**config.mk**
```make
export PLATFORM = sky130hd
export DESIGN_NAME = ir_beacon_period_classifier_top
export DESIGN_NICKNAME = d
export VERILOG_FILES = /design/src/design/ibpc_pkg.sv /design/src/design/ibpc_window.sv /design/src/design/ibpc_confirm.sv /design/src/design/ir_beacon_period_classifier_top.sv
export SDC_FILE = /design/constraint.sdc
export NUM_CORES = 1
export LEC_CHECK = 0
export CELL_PAD_IN_SITES_DETAIL_PLACEMENT = 0
export CELL_PAD_IN_SITES_GLOBAL_PLACEMENT = 1
export CORE_UTILIZATION = 30
export DETAILED_ROUTE_END_ITERATION = 10
export DONT_BUFFER_PORTS = 1
export GPL_TIMING_DRIVEN = 0
export PLACE_DENSITY = 0.63
export SLEW_MARGIN = 0
export SYNTH_ARGS = -nofsm -noshare
export SYNTH_HDL_FRONTEND = slang
export SYNTH_SLANG_ARGS = --single-unit
```
**constraint.sdc**
```tcl
create_clock -name clk_i -period 11.7 [get_ports clk_i]
set_clock_uncertainty 0.05 [all_clocks]
set_input_delay 0.585 -clock clk_i [delete_from_list [all_inputs] [get_ports clk_i]]
set_output_delay 0.585 -clock clk_i [all_outputs]
set_load 0.03 [all_outputs]
```
**src/design/ibpc_pkg.sv**
```systemverilog
// Package for the IR beacon period classifier.
// Holds shared types, register indexes and reset constants; no dependencies.
package ibpc_pkg;

  // Configuration port widths
  localparam int unsigned CfgIdxW  = 3;
  localparam int unsigned CfgDataW = 24;

  // Payload widths
  localparam int unsigned TimeW  = 32;
  localparam int unsigned NomW   = 24;
  localparam int unsigned TolW   = 16;
  localparam int unsigned CountW = 8;
  localparam int unsigned NumBeacons = 4;

  // Register indexes on the configuration port
  localparam logic [CfgIdxW-1:0] REG_NOM_NE    = 3'd0;
  localparam logic [CfgIdxW-1:0] REG_NOM_NW    = 3'd1;
  localparam logic [CfgIdxW-1:0] REG_NOM_SW    = 3'd2;
  localparam logic [CfgIdxW-1:0] REG_NOM_SE    = 3'd3;
  localparam logic [CfgIdxW-1:0] REG_TOL_COM   = 3'd4;
  localparam logic [CfgIdxW-1:0] REG_TOL_SE    = 3'd5;
  localparam logic [CfgIdxW-1:0] REG_THRESHOLD = 3'd6;

  // Register reset values
  localparam logic [NomW-1:0]   RST_NOM_NE    = 24'd23529;
  localparam logic [NomW-1:0]   RST_NOM_NW    = 24'd27586;
  localparam logic [NomW-1:0]   RST_NOM_SW    = 24'd20513;
  localparam logic [NomW-1:0]   RST_NOM_SE    = 24'd32000;
  localparam logic [TolW-1:0]   RST_TOL_COM   = 16'd300;
  localparam logic [TolW-1:0]   RST_TOL_SE    = 16'd400;
  localparam logic [CountW-1:0] RST_THRESHOLD = 8'd5;

  localparam logic [CountW-1:0] COUNT_MAX = 8'd255;

  // Beacon identifiers as reported on beacon_id
  typedef enum logic [1:0] {
    ID_NE = 2'd0,
    ID_NW = 2'd1,
    ID_SW = 2'd2,
    ID_SE = 2'd3
  } beacon_id_e;

  // Window hits for one period
  typedef struct packed {
    logic nw;
    logic ne;
    logic sw;
    logic se;
  } win_hits_t;

  // Confirmation report for one item
  typedef struct packed {
    logic       found;
    beacon_id_e id;
  } report_t;

endpackage

```
**src/design/ibpc_window.sv**
```systemverilog
// One open tolerance window test: nominal - tol < period < nominal + tol.
// Depends on ibpc_pkg for widths.
module ibpc_window (
  input  logic [ibpc_pkg::TimeW-1:0] period_i,
  input  logic [ibpc_pkg::NomW-1:0]  nominal_i,
  input  logic [ibpc_pkg::TolW-1:0]  tol_i,
  output logic                       hit_o
);

  logic [ibpc_pkg::NomW:0] upper;
  logic [ibpc_pkg::NomW:0] lower;
  logic                    below_upper;
  logic                    above_lower;

  // Bounds in 25 bits; lower bit 24 set means the bound is negative
  always_comb begin
    upper = {1'b0, nominal_i} + {{(ibpc_pkg::NomW + 1 - ibpc_pkg::TolW){1'b0}}, tol_i};
    lower = {1'b0, nominal_i} - {{(ibpc_pkg::NomW + 1 - ibpc_pkg::TolW){1'b0}}, tol_i};
    below_upper = period_i < {{(ibpc_pkg::TimeW - ibpc_pkg::NomW - 1){1'b0}}, upper};
    above_lower = lower[ibpc_pkg::NomW] ||
                  (period_i > {{(ibpc_pkg::TimeW - ibpc_pkg::NomW){1'b0}},
                               lower[ibpc_pkg::NomW-1:0]});
    hit_o = below_upper && above_lower;
  end

endmodule

```
**src/design/ibpc_confirm.sv**
```systemverilog
// Confirmation counters: saturating bump of the first matching window,
// report scan in NE, SE, NW, SW order, clear of the reported counter or of all on clear_i.
// Depends on ibpc_pkg.
module ibpc_confirm (
  input  logic                        clk_i,
  input  logic                        rst_ni,
  input  logic                        step_i,
  input  logic                        clear_i,
  input  ibpc_pkg::win_hits_t         hits_i,
  input  logic [ibpc_pkg::CountW-1:0] threshold_i,
  output ibpc_pkg::report_t           report_o
);

  logic [ibpc_pkg::CountW-1:0] cnt_q [ibpc_pkg::NumBeacons];
  logic [ibpc_pkg::CountW-1:0] cnt_d [ibpc_pkg::NumBeacons];
  logic [ibpc_pkg::CountW-1:0] bumped [ibpc_pkg::NumBeacons];
  logic [ibpc_pkg::NumBeacons-1:0] sel;
  logic [ibpc_pkg::NumBeacons-1:0] over;

  // Priority pick of the window in NW, NE, SW, SE order
  always_comb begin
    sel = '0;
    priority if (hits_i.nw) sel[ibpc_pkg::ID_NW] = 1'b1;
    else if (hits_i.ne)     sel[ibpc_pkg::ID_NE] = 1'b1;
    else if (hits_i.sw)     sel[ibpc_pkg::ID_SW] = 1'b1;
    else if (hits_i.se)     sel[ibpc_pkg::ID_SE] = 1'b1;
    else                    sel = '0;
  end

  // Saturating increment and threshold compare per counter
  always_comb begin
    for (int i = 0; i < ibpc_pkg::NumBeacons; i++) begin
      if (sel[i] && (cnt_q[i] != ibpc_pkg::COUNT_MAX)) begin
        bumped[i] = cnt_q[i] + 1'b1;
      end else begin
        bumped[i] = cnt_q[i];
      end
      over[i] = bumped[i] > threshold_i;
    end
  end

  // Report scan in NE, SE, NW, SW order
  always_comb begin
    priority if (over[ibpc_pkg::ID_NE]) report_o = '{found: 1'b1, id: ibpc_pkg::ID_NE};
    else if (over[ibpc_pkg::ID_SE])     report_o = '{found: 1'b1, id: ibpc_pkg::ID_SE};
    else if (over[ibpc_pkg::ID_NW])     report_o = '{found: 1'b1, id: ibpc_pkg::ID_NW};
    else if (over[ibpc_pkg::ID_SW])     report_o = '{found: 1'b1, id: ibpc_pkg::ID_SW};
    else                                report_o = '{found: 1'b0, id: ibpc_pkg::ID_NE};
  end

  // Next counter values
  always_comb begin
    for (int i = 0; i < ibpc_pkg::NumBeacons; i++) begin
      if (clear_i) begin
        cnt_d[i] = '0;
      end else if (step_i) begin
        if (report_o.found && (report_o.id == ibpc_pkg::beacon_id_e'(i))) begin
          cnt_d[i] = '0;
        end else begin
          cnt_d[i] = bumped[i];
        end
      end else begin
        cnt_d[i] = cnt_q[i];
      end
    end
  end

  always_ff @(posedge clk_i or negedge rst_ni) begin
    if (!rst_ni) begin
      for (int i = 0; i < ibpc_pkg::NumBeacons; i++) begin
        cnt_q[i] <= '0;
      end
    end else begin
      for (int i = 0; i < ibpc_pkg::NumBeacons; i++) begin
        cnt_q[i] <= cnt_d[i];
      end
    end
  end

endmodule

```
**src/design/ir_beacon_period_classifier_top.sv**
```systemverilog
// Top level of the IR beacon period classifier: config registers, input and
// result registers, period subtract. Uses ibpc_pkg, ibpc_window, ibpc_confirm.
//
//   channel | handshake                | payload
//   --------+--------------------------+-------------------------------------------
//   in      | in_valid_i / in_stall_o  | mode_i, capture_time_i
//   out     | out_valid_o / out_stall_i| beacon_found_o, beacon_id_o, measured_period_o
//   cfg     | cfg_valid_i / cfg_ready_o| cfg_index_i, cfg_data_i
//
// One item per cycle sustained while out_stall_i is low; each transferred input passes
// the input register, then subtract/compare/count into the result register.
// Reset loads the register defaults, clears counters and the previous capture.
// The input register keeps accepting while a result waits; in_stall_o rises only
// when both registers are full and out_stall_i is high. cfg_ready_o is always high.
module ir_beacon_period_classifier_top (
  input  logic                          clk_i,
  input  logic                          rst_ni,
  input  logic                          in_valid_i,
  output logic                          in_stall_o,
  input  logic                          mode_i,
  input  logic [ibpc_pkg::TimeW-1:0]    capture_time_i,
  output logic                          out_valid_o,
  input  logic                          out_stall_i,
  output logic                          beacon_found_o,
  output logic [1:0]                    beacon_id_o,
  output logic [ibpc_pkg::TimeW-1:0]    measured_period_o,
  input  logic                          cfg_valid_i,
  output logic                          cfg_ready_o,
  input  logic [ibpc_pkg::CfgIdxW-1:0]  cfg_index_i,
  input  logic [ibpc_pkg::CfgDataW-1:0] cfg_data_i
);

  // Configuration registers
  logic [ibpc_pkg::NomW-1:0]   nom_ne_q, nom_nw_q, nom_sw_q, nom_se_q;
  logic [ibpc_pkg::TolW-1:0]   tol_com_q, tol_se_q;
  logic [ibpc_pkg::CountW-1:0] thr_q;

  // Pipeline registers
  logic                        in_vld_q, in_vld_d;
  logic                        in_mode_q;
  logic [ibpc_pkg::TimeW-1:0]  in_time_q;
  logic                        out_vld_q, out_vld_d;
  logic                        out_found_q;
  logic [1:0]                  out_id_q;
  logic [ibpc_pkg::TimeW-1:0]  out_period_q;
  logic [ibpc_pkg::TimeW-1:0]  prev_q;

  logic                        advance;
  logic                        in_load;
  logic                        step;
  logic                        clear;
  logic [ibpc_pkg::TimeW-1:0]  period;
  ibpc_pkg::win_hits_t         hits;
  ibpc_pkg::report_t           report;

  assign cfg_ready_o = 1'b1;

  // Register writes; unknown indexes are dropped
  always_ff @(posedge clk_i or negedge rst_ni) begin
    if (!rst_ni) begin
      nom_ne_q  <= ibpc_pkg::RST_NOM_NE;
      nom_nw_q  <= ibpc_pkg::RST_NOM_NW;
      nom_sw_q  <= ibpc_pkg::RST_NOM_SW;
      nom_se_q  <= ibpc_pkg::RST_NOM_SE;
      tol_com_q <= ibpc_pkg::RST_TOL_COM;
      tol_se_q  <= ibpc_pkg::RST_TOL_SE;
      thr_q     <= ibpc_pkg::RST_THRESHOLD;
    end else if (cfg_valid_i && cfg_ready_o) begin
      unique case (cfg_index_i)
        ibpc_pkg::REG_NOM_NE:    nom_ne_q  <= cfg_data_i;
        ibpc_pkg::REG_NOM_NW:    nom_nw_q  <= cfg_data_i;
        ibpc_pkg::REG_NOM_SW:    nom_sw_q  <= cfg_data_i;
        ibpc_pkg::REG_NOM_SE:    nom_se_q  <= cfg_data_i;
        ibpc_pkg::REG_TOL_COM:   tol_com_q <= cfg_data_i[ibpc_pkg::TolW-1:0];
        ibpc_pkg::REG_TOL_SE:    tol_se_q  <= cfg_data_i[ibpc_pkg::TolW-1:0];
        ibpc_pkg::REG_THRESHOLD: thr_q     <= cfg_data_i[ibpc_pkg::CountW-1:0];
        default: ;
      endcase
    end
  end

  // Handshake: the item in the input register moves on whenever the result
  // register is empty or its result is being taken
  always_comb begin
    advance    = in_vld_q && (!out_vld_q || !out_stall_i);
    in_stall_o = in_vld_q && out_vld_q && out_stall_i;
    in_load    = in_valid_i && !in_stall_o;
    step       = advance && !in_mode_q;
    clear      = advance && in_mode_q;

    if (in_load) begin
      in_vld_d = 1'b1;
    end else if (advance) begin
      in_vld_d = 1'b0;
    end else begin
      in_vld_d = in_vld_q;
    end

    if (advance) begin
      out_vld_d = 1'b1;
    end else if (!out_stall_i) begin
      out_vld_d = 1'b0;
    end else begin
      out_vld_d = out_vld_q;
    end
  end

  always_ff @(posedge clk_i or negedge rst_ni) begin
    if (!rst_ni) begin
      in_vld_q  <= 1'b0;
      out_vld_q <= 1'b0;
      prev_q    <= '0;
    end else begin
      in_vld_q  <= in_vld_d;
      out_vld_q <= out_vld_d;
      if (step) begin
        prev_q <= in_time_q;
      end
    end
  end

  // Input register payload
  always_ff @(posedge clk_i) begin
    if (in_load) begin
      in_mode_q <= mode_i;
      in_time_q <= capture_time_i;
    end
  end

  // Period since previous edge, wraps modulo 2^32
  assign period = in_time_q - prev_q;

  ibpc_window u_win_nw (
    .period_i (period),
    .nominal_i(nom_nw_q),
    .tol_i    (tol_com_q),
    .hit_o    (hits.nw)
  );

  ibpc_window u_win_ne (
    .period_i (period),
    .nominal_i(nom_ne_q),
    .tol_i    (tol_com_q),
    .hit_o    (hits.ne)
  );

  ibpc_window u_win_sw (
    .period_i (period),
    .nominal_i(nom_sw_q),
    .tol_i    (tol_com_q),
    .hit_o    (hits.sw)
  );

  ibpc_window u_win_se (
    .period_i (period),
    .nominal_i(nom_se_q),
    .tol_i    (tol_se_q),
    .hit_o    (hits.se)
  );

  ibpc_confirm u_confirm (
    .clk_i      (clk_i),
    .rst_ni     (rst_ni),
    .step_i     (step),
    .clear_i    (clear),
    .hits_i     (hits),
    .threshold_i(thr_q),
    .report_o   (report)
  );

  // Result register; a clear item reports all zeros
  always_ff @(posedge clk_i) begin
    if (advance) begin
      if (in_mode_q) begin
        out_found_q  <= 1'b0;
        out_id_q     <= ibpc_pkg::ID_NE;
        out_period_q <= '0;
      end else begin
        out_found_q  <= report.found;
        out_id_q     <= report.id;
        out_period_q <= period;
      end
    end
  end

  assign out_valid_o       = out_vld_q;
  assign beacon_found_o    = out_found_q;
  assign beacon_id_o       = out_id_q;
  assign measured_period_o = out_period_q;

endmodule

```
==> reports/results.ini <==
[synthesis]
netlist_area_sq_um=24600
avgSynthCellArea_sq_um=9.18
syn_nets=3145
synth_cells=2684
synth_seq_cells=270
seq_area_frac_synth_pct=29.0
synth_edf_count=68
synth_warnings=0
async_flop_share_pct=74.8
synthFlopType=dfrtp_1
yosys.cell_types.count=97

[drt]
avgRoutedWirePerCell_um=19.3
antenna_left=0
dr.pass1.iters=5
wl_mm=73.7
detail_route.iter0.violations=1194
vias_per_cell=5.20
drc_errors=0
vias=19876

[power]
power.leakage_nw=11.9
p_total_mw=6.61
share_comb_of_total_power_pct=61.8
clockPowerShare_pct=18.0
switchingPower_mw=3.04
swShare_pct=46.0
max-vdd-ir-drop_v=0.0000948
p_per_area_nw_per_um2=240
p_seq_share_pct=20.2
p_int_mw=3.57

[setup_path]
path_class=register to register
cp-start-kind=register
path_max_fanout=10
end_kind=register
cp.required_ns=12.11
path_common_cell=a21oi_1
critPathArrivalTime_ns=10.23
slowest_stage=a21oi_1
slowest_delay_ns=0.72

[global_routing]
grt_pass1_vias=19506
grt_max_degree=203
grt-ovfl-total=0
grtUsageTotal_pct=17.6
antenna_found_initial=3
grt_first_pass_wirelength_mm=115

[clocking]
cts_tree=done
clk_pin_slew_worst_paths_ns=0.06
insertion_delay_ns=0.58
htree_levels=2
clock_tree.buffer_depth=3
hold_buffers=1
cts.sinks=270
cts_made_buffers=37
cts_resized=0
cts_root_buf=clkbuf_16
post_cts_buffers=0

[placed_design]
gp_congestion=0.881
placed_cell_area_sq_um=26300
hpwl_mm=58.6
port_buffers=0
dp_slack_ns=1.83
dp_cells=3753

[timing]
hold_violations=20
fin_crit_sh_pct=83.9
finalSetupViolCount=0
whs_ns=-0.0612
min_period_ns=9.82
fmax_mhz=102
fin_ws_ns=1.88
drv_slew=0
worst_pin_slew_ns=1.46
slew_headroom_pct=2.56
rsz0062_at_grt=false
setup_tns_ns=0

[layout]
drive_gt1_share_pct=10.7
utilization_pct=34.1
final_nets=3195
area_growth_pct=11.8
final_cells=3825
fin_area_sq_um=27600

[floorplanning]
die_h_um=289
placementRows=104
die-area_sq_um=83300
ioPinCount=103
initial_utilization_pct=30.5
core-area_sq_um=80900
die_w_um=289

[hold_path]
hp-class=primary input to async pin

[run_status]
violations=negative hold slack
status=complete, but fails checks

[job]
maxCapViolations=0

==> power by group through the flow <==
stage,logic (mW),registers [mW],clock network [mW]
3_3_place_gp,3.88,1.35,0
3_5_place_dp,4.05,1.35,0
5_1_grt,4.62,1.35,1.26
4_1_cts,4.10,1.34,1.23
6_report,4.09,1.33,1.19
2_1_floorplan,2.94,1.30,0
==> final timing paths <==
kind	to	cells past startpoint	start	slack [ns]
worst max-delay path	u_confirm.cnt_q[10]	38	tol_com_q[1]	1.88
worst min-delay path	u_confirm.cnt_q[31]	1	rst_ni	-0.06
worst max register to register	u_confirm.cnt_q[10]	38	tol_com_q[1]	1.88
worst min register to register	prev_q[0]	2	prev_q[0]	0.43
max in group asynchronous	nom_se_q[7]	1	rst_ni	10.64
min in group clk_i	in_time_q[7]	0	capture_time_i[7]	0.05
==> area by class of cell <==
class / instances / area (sq um)
clock buffer: 45 / 996
clock inverter: 23 / 279
multi-input combinational: 2148 / 16500
fill: 8342 / 53400
timing repair buffer: 11 / 175
tap: 1060 / 1330
inverter: 173 / 649
buffer: 93 / 448
sequential: 270 / 7140
antenna: 2 / 5.00
==> routing by layer <==
layer | part of all wire (%) | GRT usage (%)
met5 | 0.046 | 0
met3 | 4.4 | 2.84
met1 | 47 | 23.9
met2 | 47 | 29.3
met4 | 1.9 | 3.87
==> sequential cells by signal, indices dropped and copies added, names as in the netlist <==
register and flops:
tol_se_q 16, nom_nw_q 24, nom_sw_q 24, beacon_found_o 1, nom_ne_q 24, measured_period_o 32
beacon_id_o 2, prev_q 32, nom_se_q 24, in_time_q 32, tol_com_q 16, in_mode_q 1
thr_q 8, in_vld_q 1, out_valid_o 1, u_confirm.cnt_q 32
==> cells in the mapped netlist (11+ instances only) <==
| cell type | count | share of area [%] |
|---|---|---|
| a2111oi_0 | 11 | 0.39 |
| a211oi_1 | 11 | 0.34 |
| a21o_1 | 68 | 2.1 |
| a21oi_1 | 193 | 3.9 |
| a31oi_1 | 19 | 0.48 |
| and2_1 | 22 | 0.56 |
| and3_1 | 32 | 0.81 |
| buf_2 | 11 | 0.22 |
| clkbuf_1 | 68 | 1.0 |
| dfrtp_1 | 165 | 17 |
| dfstp_2 | 37 | 3.9 |
| edfxtp_1 | 68 | 8.3 |
| ha_1 | 387 | 20 |
| inv_1 | 173 | 2.6 |
| mux2_2 | 123 | 5.6 |
| nand2_1 | 186 | 2.8 |
| nand2b_1 | 35 | 0.89 |
| nand3_1 | 62 | 1.3 |
| nand4_1 | 48 | 1.2 |
| nor2_1 | 154 | 2.3 |
| nor2b_1 | 60 | 1.5 |
| nor3_1 | 53 | 1.1 |
| nor4_1 | 15 | 0.38 |
| o211ai_1 | 21 | 0.64 |
| o21a_1 | 29 | 0.88 |
| o21ai_0 | 157 | 3.2 |
| o21bai_1 | 39 | 1.2 |
| o31ai_1 | 21 | 0.64 |
| or3_1 | 20 | 0.51 |
| xnor2_1 | 162 | 5.8 |
| xor2_1 | 50 | 1.8 |
==> logic make-up (layout without fill, tap and decap cells) <==
kind of cell | count (synthesis) | in the layout | share of synthesized area [%]
other | 1 | 3 | 0.0152
multiplexers | 126 | 126 | 5.74
XOR/XNOR | 213 | 213 | 7.60
adder cells (fa/ha/maj) | 398 | 398 | 20.5
flip-flops | 270 | 270 | 29.0
AO/OA/AOI/OAI | 674 | 674 | 17.7
buffers and inverters | 266 | 345 | 4.45
AND/OR/NAND/NOR | 736 | 736 | 15.1
==> cell usage in the layout, fill, tap and decap left out, drive strengths merged, types with 39 or more instances in the layout <==
cell type,Yosys,layout
nor2,154,154
mux2,123,123
a21o,68,68
nor3,53,53
nand4,48,48
nor2b,60,60
nand2,188,188
o21bai,39,39
dfrtp,165,165
a21oi,193,193
o21ai,162,162
nand3,62,62
edfxtp,68,68
xnor2,163,163
ha,387,387
xor2,50,50
clkbuf,69,114
inv,173,174
==> worst max-delay path, delay by kind of cell, from the launching register on <==
kind,cells,cell delay [ns]
multiplexers,1,0.30
flip-flops,1,0.46
AO/OA/AOI/OAI,19,4.55
XOR/XNOR,1,0.09
adder cells (fa/ha/maj),3,0.92
AND/OR/NAND/NOR,12,2.59
buffers and inverters,2,0.73
(Power assumes the default switching activity.)
